==> src/rtl/tts_pkg.sv <==
// ----------------------------------------------------------------------------
// tts_pkg
// Shared types and constants of the tick task scheduler.
// ----------------------------------------------------------------------------
`timescale 1ns / 1ps
`default_nettype none
package tts_pkg;
  localparam int NUM_SLOTS = 16;
  localparam int SLOT_W = $clog2(NUM_SLOTS);
  localparam int CMDQ_DEPTH = 2;

  typedef enum logic [1:0] {
    KIND_ADD_OK   = 2'd0,
    KIND_ADD_FULL = 2'd1,
    KIND_FIRED    = 2'd2,
    KIND_TICK_END = 2'd3
  } kind_t;

  localparam logic OP_ADD  = 1'b0;
  localparam logic OP_TICK = 1'b1;

  // one command between front and back
  typedef struct packed {
    logic        is_tick;
    logic [31:0] due_tick;
    logic [31:0] repeat_interval;
    logic        is_periodic;
    logic [7:0]  task_tag;
  } cmd_t;

  typedef struct packed {
    logic [1:0]  kind;
    logic [3:0]  slot;
    logic [7:0]  fired_tag;
    logic [31:0] tick_value;
    logic        last;
  } res_t;
endpackage
`default_nettype wire

==> src/rtl/tts_front.sv <==
// ----------------------------------------------------------------------------
// tts_front
// Accepts input transactions and queues them as commands for the back end.
// ----------------------------------------------------------------------------
`timescale 1ns / 1ps
`default_nettype none
module tts_front (
  input  wire logic          clk,
  input  wire logic          rst_n,
  input  wire logic          in_push,
  output logic               in_full,
  input  wire logic          in_operation,
  input  wire logic [31:0]   in_due_tick,
  input  wire logic [31:0]   in_repeat_interval,
  input  wire logic          in_is_periodic,
  input  wire logic [7:0]    in_task_tag,
  output logic               cmd_valid,
  output tts_pkg::cmd_t      cmd,
  input  wire logic          cmd_take
);
  localparam int PW = $clog2(tts_pkg::CMDQ_DEPTH);
  tts_pkg::cmd_t q_r [tts_pkg::CMDQ_DEPTH];
  logic [PW-1:0] wp_r, rp_r;
  logic [PW:0]   cnt_r;
  logic          push_ok;
  tts_pkg::cmd_t new_cmd;

  assign in_full   = (cnt_r == (PW+1)'(tts_pkg::CMDQ_DEPTH));
  assign push_ok   = in_push && !in_full;
  assign cmd_valid = (cnt_r != '0);
  assign cmd       = q_r[rp_r];

  always_comb begin
    new_cmd.is_tick         = (in_operation == tts_pkg::OP_TICK);
    new_cmd.due_tick        = in_due_tick;
    new_cmd.repeat_interval = in_repeat_interval;
    new_cmd.is_periodic     = in_is_periodic;
    new_cmd.task_tag        = in_task_tag;
  end

  always_ff @(posedge clk) begin
    if (push_ok) begin
      q_r[wp_r] <= new_cmd;
    end
    if (!rst_n) begin
      wp_r  <= '0;
      rp_r  <= '0;
      cnt_r <= '0;
    end else begin
      if (push_ok) begin
        wp_r <= wp_r + 1'b1;
      end
      if (cmd_take) begin
        rp_r <= rp_r + 1'b1;
      end
      cnt_r <= cnt_r + (PW+1)'(push_ok) - (PW+1)'(cmd_take);
    end
  end
endmodule
`default_nettype wire

==> src/rtl/tts_back.sv <==
// ----------------------------------------------------------------------------
// tts_back
// Holds the task table and tick counter; runs adds and slot-by-slot tick scans.
// ----------------------------------------------------------------------------
`timescale 1ns / 1ps
`default_nettype none
module tts_back (
  input  wire logic          clk,
  input  wire logic          rst_n,
  input  wire logic          cmd_valid,
  input  wire tts_pkg::cmd_t cmd,
  output logic               cmd_take,
  output logic               res_valid,
  output tts_pkg::res_t      res,
  input  wire logic          res_take
);
  localparam int N  = tts_pkg::NUM_SLOTS;
  localparam int SW = tts_pkg::SLOT_W;

  typedef enum logic [1:0] {ST_IDLE, ST_SCAN, ST_END} state_t;

  state_t         state_r;
  logic [N-1:0]   valid_r;
  logic [31:0]    due_r  [N];
  logic [31:0]    ivl_r  [N];
  logic           per_r  [N];
  logic [7:0]     tag_r  [N];
  logic [31:0]    tick_r;
  logic [SW-1:0]  idx_r;
  logic           res_valid_r;
  tts_pkg::res_t  res_r;

  logic           free_any;
  logic [SW-1:0]  free_idx;
  logic           out_room;
  logic           hit;
  logic           res_load;
  logic           res_valid_nxt;

  always_comb begin
    free_any = 1'b0;
    free_idx = '0;
    for (int i = N - 1; i >= 0; i--) begin
      if (!valid_r[i]) begin
        free_any = 1'b1;
        free_idx = SW'(i);
      end
    end
  end

  assign out_room  = !res_valid_r || res_take;
  assign hit       = valid_r[idx_r] && (due_r[idx_r] == tick_r);
  assign cmd_take  = (state_r == ST_IDLE) && cmd_valid && out_room;
  assign res_valid = res_valid_r;
  assign res       = res_r;

  // a new result enters the output register
  assign res_load      = (cmd_take && !cmd.is_tick) ||
                         ((state_r == ST_SCAN) && hit && out_room) ||
                         ((state_r == ST_END) && out_room);
  assign res_valid_nxt = res_load || (res_valid_r && !res_take);

  always_ff @(posedge clk) begin
    if (!rst_n) begin
      state_r     <= ST_IDLE;
      valid_r     <= '0;
      tick_r      <= '0;
      idx_r       <= '0;
      res_valid_r <= 1'b0;
    end else begin
      res_valid_r <= res_valid_nxt;
      case (state_r)
        ST_IDLE: begin
          if (cmd_take) begin
            if (cmd.is_tick) begin
              state_r <= ST_SCAN;
              idx_r   <= '0;
            end else begin
              res_r.fired_tag  <= cmd.task_tag;
              res_r.tick_value <= tick_r;
              res_r.last       <= 1'b1;
              if (free_any) begin
                valid_r[free_idx] <= 1'b1;
                due_r[free_idx]   <= cmd.due_tick;
                ivl_r[free_idx]   <= cmd.repeat_interval;
                per_r[free_idx]   <= cmd.is_periodic;
                tag_r[free_idx]   <= cmd.task_tag;
                res_r.kind        <= tts_pkg::KIND_ADD_OK;
                res_r.slot        <= 4'(free_idx);
              end else begin
                res_r.kind <= tts_pkg::KIND_ADD_FULL;
                res_r.slot <= '0;
              end
            end
          end
        end
        ST_SCAN: begin
          if (!hit || out_room) begin
            if (hit) begin
              res_r.kind       <= tts_pkg::KIND_FIRED;
              res_r.slot       <= 4'(idx_r);
              res_r.fired_tag  <= tag_r[idx_r];
              res_r.tick_value <= tick_r;
              res_r.last       <= 1'b0;
              if (per_r[idx_r]) begin
                due_r[idx_r] <= due_r[idx_r] + ivl_r[idx_r];
              end else begin
                valid_r[idx_r] <= 1'b0;
              end
            end
            if (idx_r == SW'(N - 1)) begin
              state_r <= ST_END;
            end else begin
              idx_r <= idx_r + 1'b1;
            end
          end
        end
        ST_END: begin
          if (out_room) begin
            res_r.kind       <= tts_pkg::KIND_TICK_END;
            res_r.slot       <= '0;
            res_r.fired_tag  <= '0;
            res_r.tick_value <= tick_r;
            res_r.last       <= 1'b1;
            tick_r           <= tick_r + 32'd1;
            state_r          <= ST_IDLE;
          end
        end
        default: state_r <= ST_IDLE;
      endcase
    end
  end
endmodule
`default_nettype wire

==> src/rtl/tick_task_scheduler.sv <==
// ----------------------------------------------------------------------------
// tick_task_scheduler
// Timer task table of sixteen slots driven by a 32-bit tick counter.
// ----------------------------------------------------------------------------
// An add transaction yields a single result. A tick transaction walks the
// slots one per cycle, pausing whenever a result waits for room at the
// output, and closes with a tick-end result. A two-entry command queue in
// front keeps accepting pushes while a scan runs, until it is full.
`timescale 1ns / 1ps
`default_nettype none
module tick_task_scheduler (
  input  wire logic        clk,
  input  wire logic        rst_n,
  input  wire logic        push,
  output logic             full,
  input  wire logic        in_operation,
  input  wire logic [31:0] in_due_tick,
  input  wire logic [31:0] in_repeat_interval,
  input  wire logic        in_is_periodic,
  input  wire logic [7:0]  in_task_tag,
  output logic             empty,
  input  wire logic        pop,
  output logic [1:0]       out_kind,
  output logic [3:0]       out_slot,
  output logic [7:0]       out_fired_tag,
  output logic [31:0]      out_tick_value,
  output logic             out_last
);
  logic          cmd_valid, cmd_take, res_valid;
  tts_pkg::cmd_t cmd;
  tts_pkg::res_t res;

  tts_front u_front (
    .clk, .rst_n, .in_push(push), .in_full(full), .in_operation, .in_due_tick,
    .in_repeat_interval, .in_is_periodic, .in_task_tag, .cmd_valid, .cmd, .cmd_take
  );

  tts_back u_back (
    .clk, .rst_n, .cmd_valid, .cmd, .cmd_take, .res_valid, .res,
    .res_take(pop && res_valid)
  );

  assign empty          = !res_valid;
  assign out_kind       = res.kind;
  assign out_slot       = res.slot;
  assign out_fired_tag  = res.fired_tag;
  assign out_tick_value = res.tick_value;
  assign out_last       = res.last;
endmodule
`default_nettype wire

==> config.mk <==
export PLATFORM = sky130hd
export DESIGN_NAME = tick_task_scheduler
export DESIGN_NICKNAME = d
export VERILOG_FILES = /design/src/rtl/tts_pkg.sv /design/src/rtl/tts_front.sv /design/src/rtl/tts_back.sv /design/src/rtl/tick_task_scheduler.sv
export SDC_FILE = /design/constraint.sdc
export NUM_CORES = 1
export LEC_CHECK = 0
export ABC_CLOCK_PERIOD_IN_PS = 8100
export BUFFER_PORTS_ARGS = -buffer_cell sky130_fd_sc_hd__buf_2
export CAP_MARGIN = 40
export CELL_PAD_IN_SITES_DETAIL_PLACEMENT = 0
export CELL_PAD_IN_SITES_GLOBAL_PLACEMENT = 1
export CORE_ASPECT_RATIO = 1.25
export CORE_MARGIN = 2
export CORE_UTILIZATION = 44
export DETAILED_ROUTE_END_ITERATION = 12
export MAX_ROUTING_LAYER = met4
export PLACE_DENSITY = 0.73
export SETUP_SLACK_MARGIN = 0.2
export SYNTH_ARGS = -nofsm -noshare
export SYNTH_HDL_FRONTEND = slang
export SYNTH_HIERARCHICAL = 1
export SYNTH_SLANG_ARGS = --single-unit
==> constraint.sdc <==
create_clock -name clk -period 8.1 [get_ports clk]
set_input_delay 0.405 -clock clk [delete_from_list [all_inputs] [get_ports clk]]
set_output_delay 0.405 -clock clk [all_outputs]
set_load 0.1 [all_outputs]
== After elaboration in Yosys (flattened, before gate mapping) ==
Memory sizes are Yosys's and may differ from the RTL's. A register that Yosys moved wholly into a read port is not among the register bits.
Cells that the tools add are included.

* Register bits after elaboration: 106
* Latch bits: 0
* Bits in writable memories: 1316
* ROM bits: 0
* Input bits: 78
* Output and inout bits: 49
* Logic and storage cells: 169
* Memories kept: 5

* $add $sub $neg: 7
* $mul: 0
* Divide/modulo/power cells: 0
* Order comparisons: 4
* Equal/unequal tests: 15
* Shift operators: 0
* Mux-type cells: 90
* Bitwise operators: 3
* Reductions and logical operators: 32

{| class="wikitable"
|+ Memory list
! memory !! words !! bits a word !! read ports !! clocked after memory_dff !! write ports !! RTL line !! source
|-
| u_back.due_r || 16 || 32 || 1 || 1 || 1 || tts_back.sv:24 || <nowiki>logic [31:0] due_r [N];</nowiki>
|-
| u_back.ivl_r || 16 || 32 || 1 || 1 || 1 || tts_back.sv:25 || <nowiki>logic [31:0] ivl_r [N];</nowiki>
|-
| u_front.q_r || 2 || 74 || 1 || 1 || 1 || tts_front.sv:22 || <nowiki>tts_pkg::cmd_t q_r [tts_pkg::CMDQ_DEPTH];</nowiki>
|-
| u_back.tag_r || 16 || 8 || 1 || 1 || 1 || tts_back.sv:27 || <nowiki>logic [7:0] tag_r [N];</nowiki>
|-
| u_back.per_r || 16 || 1 || 1 || 1 || 1 || tts_back.sv:26 || <nowiki>logic per_r [N];</nowiki>
|}

{| class="wikitable"
|+ Operators with widths
! operator !! number
|-
| $mux W47 || 5
|-
| $pmux W47 S3 || 1
|-
| $mux W4 || 29
|-
| $mux W16 || 6
|-
| $mux W1 || 36
|-
| $add A32 B1 Y32 const B || 1
|-
| $add A32 B32 Y32 || 1
|-
| $eq A32 B32 Y1 || 1
|-
| $mux W32 || 1
|-
| $pmux W16 S2 || 1
|-
| $reduce_or A32 Y1 || 1
|-
| $and A16 B16 Y16 || 1
|-
| $not A16 Y16 || 1
|-
| $or A16 B16 Y16 || 1
|-
| $reduce_and A7 Y1 || 2
|-
| $logic_and A1 B1 Y1 || 12
|-
| $lt A4 B5 Y1 const B || 2
|-
| $mux W2 || 5
|-
| $ne A2 B1 Y1 const B || 5
|-
| $ne A2 B2 Y1 const B || 5
|-
| $reduce_and A5 Y1 || 2
|-
| $demux W1 S4 || 2
|-
| $ge A4 B1 Y1 const B || 2
|-
| $pmux W4 S2 || 1
|-
| other kinds (16) || 27
|}

== Longest topological paths before layout ==
Gate-level depths: netlist of the first run.

* Depth after elaboration: 25
* Depth in mapped cells: 24
* Depth with buffers taken out: 16

== Hierarchy ==
Netlist of the first run, hierarchy kept.

{| class="wikitable"
|+ Modules (own cells, without submodules)
! module !! instances !! cells an instance !! area each (sq um) !! sequential area each (sq um)
|-
| tts_back || 1 || 2870 || 53341.2 || 37666.1
|-
| tts_front || 1 || 256 || 5815.6 || 4544.4
|-
| tick_task_scheduler || 1 || 2 || 10.0 || 0.0
|}

== Least setup slack after synthesis of the first run ==
OpenSTA, ideal clock, no wires.

* Path type: reg2reg
* Start: register with a tool-made name
* End: register u_back.res_r, in the netlist u_back/res[0] (enable)
* Setup time: 0.528 ns
* Arrival: 6.672 ns
* Required time: 7.572 ns
* Slack: 0.900 ns
* Cell stages (with the launch flop): 12
* Buffers on the path: 2
* Clock period less this slack: 7.200 ns
* Cell sequence: dfxtp_1 > buf_6 > buf_2 > mux4_2 > a2bb2oi_1 > o2111ai_1 > nor4_1 > a211oi_1 > or4_1 > or4_4 > nand2b_1 > a221oi_1

{| class="wikitable"
|+ RTL lines
! what !! RTL line !! source
|-
| end: declaration || tts_back.sv:31 || <nowiki>tts_pkg::res_t res_r;</nowiki>
|}

==> results of run 1 <==
path summary, 6_finish.rpt:
kind	to	cells past startpoint	slack [ps]
min reg2reg	u_back/res[19]	0	490
min	u_front/wp_r	4	280
max	u_back/due_r[3][20]	12	1850
max reg2reg	u_back/due_r[3][20]	12	1850
cell type report:
type / count / area (um2) / share of cell area
Clock inverter: 73 / 632 / 0.00937
Inverter: 64 / 243 / 0.00360
Multi-Input combinational cell: 1476 / 16000 / 0.238
Timing Repair Buffer: 293 / 2270 / 0.0337
Sequential cell: 1427 / 42200 / 0.626
Clock buffer: 184 / 3830 / 0.0568
Tap cell: 1748 / 2190 / 0.0324
logic make-up after synthesis:
group | after synthesis | share of synthesized area
multiplexers | 545 | 0.168
AND/OR/NAND/NOR | 482 | 0.0406
AO/OA/AOI/OAI | 326 | 0.0380
adder cells (fa/ha/maj) | 44 | 0.00943
XOR/XNOR | 79 | 0.0118
buffers and inverters | 225 | 0.0192
flip-flops | 1427 | 0.713
registers in the layout, summed over array words and instances, names as in the netlist, named ones only:
signal            cells
u_back/valid_r       16
u_front/cnt_r         2
u_back/due_r        512
u_front/wp_r          1
u_back/idx_r          4
u_back/res           47
u_back/state_r        2
u_front/rp_r          1
u_back/tag_r        128
u_back/per_r         16
u_back/ivl_r        512
u_front/q_r         148
u_back/tick_r        32
u_back/res_valid      1
worst min-delay path, stage by stage:
cell     delay, ps
buf_2          100
buf_4          300
nand2_1        140
mux2i_1         60
report_power, final:
part	switching (uW)	internal (uW)	leakage [uW]	total (uW)
Combinational	2510	1270	0.00656	3780
Sequential	113	9020	0.0128	9130
Clock	2760	3580	0.00216	6340
metal layers:
layer	global-route usage	wire length, um
met5	-	0
met1	0.282	60200
met2	0.375	75400
met3	0.0292	8120
met4	0.0898	5920
cell usage in the layout, fill, tap and decap left out, drive strengths merged, types with 8 or more instances in the layout:
master,count
nand3b,8
and2,28
mux2i,99
buf,218
a21boi,12
nor2,88
xnor2,61
nor4,19
inv,73
a211oi,12
o41ai,9
and3,20
xor2,18
nand4,24
nor3,28
o211ai,8
nand2b,16
clkinv,50
o21a,9
a21oi,57
nand3,56
o31ai,8
mux2,128
clkbuf,184
a31oi,12
nor2b,23
nand2,139
a22oi,24
a21o,16
edfxtp,1363
dlygate4sd3,75
dfxtp,64
or3,10
mux4,318
ha,43
o22ai,8
o21ai,74
stage by stage:
| stage | std cells | cell area (um2) | worst slack, ps | util | hold slack (ps) |
|---|---|---|---|---|---|
| 3_5_place_dp | 4933 | 62200 | 1830 | 0.466 | 466 |
| 2_1_floorplan | 3128 | 59200 | 900 | - | 406 |
| 6_report | 5265 | 67400 | 1850 | 0.505 | 279 |
| 4_1_cts | 5265 | 67400 | 1820 | 0.505 | 238 |
| 5_1_grt | 5265 | 67400 | 1600 | 0.505 | 281 |
| 3_3_place_gp | 4923 | 62000 | 1840 | 0.464 | 474 |
==> results.ini, run 1 <==
[worst_setup_path]
crit_required_ps = 8500
cp_common_cell = buf_4
cp_slowest_cell = dfxtp_4
crit_type = reg -> reg
crit_buf_inv = 3
crit_path_end_kind = flop
worstPathMaxFanout = 32
cp-start-kind = flop
cp_top_family = simple AND/OR/NAND/NOR gates
path_cells = buf_4, mux4_2, a22oi_1, nand3_1, xnor2_1, nand4_1, or4b_1, or4_4, or3_2, buf_4, mux2i_4, buf_4
cp.arrival_ps = 6650
cpPeakStageDelay_ps = 700

[drt]
firstDrtPassIters = 5
vias = 31000
wl_per_cell_um = 28.4
drc = 0
drtIter0Drc = 2866
vias_per_cell = 5.89
antenna_left = 0
routed_wl_um = 150000

[placed_design]
routabilityCongestion = 0.936
hpwlAfterDp_um = 91400
io_buffers = 126

[hold_path]
hold_path.class = in -> reg
worstHoldStart = rst_n

[timing]
fmax_mhz = 160
finalSetupTns_ps = 0
clock_skew_ps = 30.0
final-max-slew-violation-count = 0
rsz0062_at_grt = false
slew_headroom = 0.254
fin_crit_sh = 0.772
hold_violations = 0
worstMarginPinSlew_ps = 1120
setup_viol = 0
period_needed_ps = 6250

[synthesis]
synth_edf_count = 1363
syn-cell-area_um2 = 59200
syn_avg_cell_area_um2 = 18.9
ys_seq_area_frac = 0.713
yosys-top-cells-count = 1363 x edfxtp_1, 317 x mux4_2, 139 x nand2_1
async_flop_share = 0
synth.most_common_cell = edfxtp_1
yosysWarnings = 6
yosys.cell_types.count = 88
netlist_instances = 3128
syn_nets = 3250
yosys.area.top_type = edfxtp_1
synthTopCellsByArea = edfxtp_1 69%, mux4_2 12%, dfxtp_1 2.2%
synthFlopType = edfxtp_1
synth_top_area_frac = 0.692
ys_ff_latch = 1427

[cells_and_area]
drive_gt1_frac = 0.259
antenna_cells = 0
num-fill-cells = 10800
nNetsFinal = 3527
syn_to_final_growth_pct = 14.0

[die]
core_area_um2 = 134000
die_h_um = 414
initial_core_util = 0.443
io_pins = 127
die_w_um = 332
rows = 150
dieArea_um2 = 137000

[power]
ir_drop_v = 0.000186
p_total_uw = 19300
p_per_area_nw_per_um2 = 286
leakage_uw = 0.0216

[flow_run]
cap_violations = 0

[clock_network]
clk_path_buf_depth = 3
clockRootBuffer = clkbuf_16
clock-sinks = 1427
clkTransAtPathRegs_ps = 60
htreeDepth = 4
insertion_delay_ps = 780
cts_setup_buffers = 0
tritoncts = built
cts_hold_buf = 75
cts_buffers = 143
post_cts_resized = 0

[global_route]
grt_pass1_wl_um = 216000
grt_pass1_vias = 30900
grt_overflow = 0
grtUsageTotal = 0.225
grt_max_degree = 139
antenna_found_initial = 0

[status]
status = completed

No activity file was read; power rests on OpenSTA's default activity.
==> inputs of run 2 (changes only) <==
Settings changed: ABC_CLOCK_PERIOD_IN_PS 8100 to 5600, PLACE_DENSITY 0.73 to 0.76.
Clock period 8.1 ns to 5.6 ns, I/O delays scaled along.
==> results.ini, run 2 (same netlist as run 1, synthesis figures left out) <==
[power]
ir_drop_v = 0.000339  ; was 0.000186 V
p_per_area_nw_per_um2 = 412  ; was 286 nW/um2
p_total_uw = 28300  ; was 19300 uW
leakage_uw = 0.0221  ; was 0.0216 uW

[status]
status = completed  ; unchanged

[clock_network]
tritoncts = built  ; unchanged
cts_buffers = 140  ; was 143
clockRootBuffer = clkbuf_16  ; unchanged
insertion_delay_ps = 790  ; was 780 ps
clk_path_buf_depth = 3  ; unchanged
clkTransAtPathRegs_ps = 60  ; about the same
clock-sinks = 1427  ; unchanged
htreeDepth = 4  ; unchanged

[global_route]
grtUsageTotal = 0.224  ; was 0.225
grt_max_degree = 75  ; was 139
grt_pass1_vias = 31400  ; was 30900
antenna_found_initial = 0  ; unchanged
grt_overflow = 0  ; unchanged
grt_pass1_wl_um = 216000  ; about the same

[drt]
drc = 0  ; unchanged
vias = 31300  ; was 31000
firstDrtPassIters = 6  ; was 5
vias_per_cell = 5.87  ; was 5.89
routed_wl_um = 150000  ; about the same
wl_per_cell_um = 28.0  ; was 28.4 um
drtIter0Drc = 3125  ; was 2866
antenna_left = 0  ; unchanged

[die]
rows = 150  ; unchanged
initial_core_util = 0.443  ; unchanged
core_area_um2 = 134000  ; unchanged
die_h_um = 414  ; unchanged
dieArea_um2 = 137000  ; unchanged
io_pins = 127  ; unchanged
die_w_um = 332  ; unchanged

[cells_and_area]
reg.largest.list = u_back/due_r: 512 flops, u_back/ivl_r: 512 flops, u_front/q_r: 148 flops  ; unchanged
drive_gt1_frac = 0.279  ; was 0.259
mostFrequentLayoutCells = 1363 x edfxtp_1, 317 x mux4_2, 141 x clkbuf_16  ; was 1363 x edfxtp_1, 317 x mux4_2, 147 x clkbuf_16
syn_to_final_growth_pct = 16.0  ; was 14.0%
nNetsFinal = 3605  ; was 3527
final_common_cell = edfxtp_1  ; unchanged

[placed_design]
hpwlAfterDp_um = 94900  ; was 91400 um
io_buffers = 126  ; unchanged
routabilityCongestion = 0.953  ; was 0.936

[hold_path]
hold_path.class = in -> reg  ; unchanged
min_to = u_back/res_valid  ; was u_front/wp_r
min_path_cells = 3  ; was 4
worstHoldStart = rst_n  ; unchanged

[worst_setup_path]
cp_slowest_cell = mux4_2  ; was dfxtp_4
crit_buf_inv = 4  ; was 3
cp.arrival_ps = 5610  ; was 6650 ps
ff2ff_path_depth = 13  ; was 12
worstPathMaxFanout = 22  ; was 32
cp-start-kind = flop  ; unchanged
path_cells = buf_12, buf_4, mux4_2, a21oi_1, a22oi_1, a2111oi_0, a31oi_1, a2111o_1, or4_4, or3_2, buf_12, mux2_2, buf_4  ; was buf_4, mux4_2, a22oi_1, nand3_1, xnor2_1, nand4_1, or4b_1, or4_4, or3_2, buf_4, mux2i_4, buf_4
crit_required_ps = 6060  ; was 8500 ps
cp_top_family = compound AO/OA/AOI/OAI gates  ; was simple AND/OR/NAND/NOR gates
cpPeakStageDelay_ps = 570  ; was 700 ps
r2r_end = u_back/due_r[0][5]  ; was u_back/due_r[3][20]
crit_path_end_kind = flop  ; unchanged
reg2reg_slack_ps = 450  ; was 1850 ps
crit_type = reg -> reg  ; unchanged

[timing]
hold_violations = 0  ; unchanged
slew_headroom = 0.395  ; was 0.254
fin_crit_sh = 0.920  ; was 0.772
clock_skew_ps = 35.0  ; was 30.0 ps
period_needed_ps = 5150  ; was 6250 ps
fmax_mhz = 194  ; was 160 MHz
final-max-slew-violation-count = 0  ; unchanged
rsz0062_at_grt = false  ; unchanged
setup_viol = 0  ; unchanged
whs_ps = 147  ; was 279 ps
worstMarginPinSlew_ps = 906  ; was 1120 ps

[flow_run]
cap_violations = 0  ; unchanged

-- run 2: worst max-delay path by stage --
stage / cells past startpoint / to / start
floorplan: 13 / u_back/due_r[3][0] / flop
global placement: 14 / u_back/due_r[9][31] / flop
detailed placement: 11 / u_back/due_r[0][27] / flop
CTS: 12 / u_back/due_r[0][5] / flop
global route: 15 / u_back/due_r[11][31] / flop
finish: 13 / u_back/due_r[0][5] / flop
-- run 2: layer usage --
| layer | share of wire | vias up | global-route usage |
|---|---|---|---|
| met2 | 0.51 | 1185 | 0.379 |
| met4 | 0.043 | 0 | 0.0945 |
| met3 | 0.060 | 302 | 0.0323 |
| li1 | - | 13500 | - |
| met1 | 0.38 | 16400 | 0.271 |
| met5 | 0 | - | - |
-- run 2: area by class of cell --
cell class                 count  area (um2)
multi-input combinational   1476       16100
tap                         1748        2190
fill                       10600       65000
antenna                        1        2.50
inverter                      64         243
sequential                  1427       42200
clock inverter                74         915
clock buffer                 175        3670
timing repair buffer         374        3260
-- run 2: metrics by stage --
stage,worst slack [ps],cell area [um2],instances,util,TNS (ps)
detailed placement,491,63300,5013,0.474,0
finish,448,68600,5339,0.514,0
global placement,459,63200,5010,0.473,0
global route,182,68600,5338,0.514,0
floorplan,-23.7,59400,3128,-,-1520
CTS,462,68600,5337,0.513,0
-- run 2: timing repair --
item | CTS | global route
endpoints found under the setup margin | 0 | 16
setup buffers | 0 | 1
endpoints found under the hold margin | 149 | 0
hold buffers | 75 | 0
resized for setup | 0 | 2
-- run 2: where the power goes --
group,leakage (uW),switching (uW),total [uW],internal (uW)
logic,0.00708,3730,5750,2010
registers,0.0128,157,13200,13000
clock network,0.00221,4040,9360,5320
-- run 2: worst reg2reg max path: stages, from the launching register on --
cell,delay (ps)
dfxtp_4,550
buf_12,270
buf_4,210
mux4_2,570
a21oi_1,170
a22oi_1,100
a2111oi_0,510
a31oi_1,230
a2111o_1,450
or4_4,510
or3_2,500
buf_12,190
mux2_2,270
buf_4,270
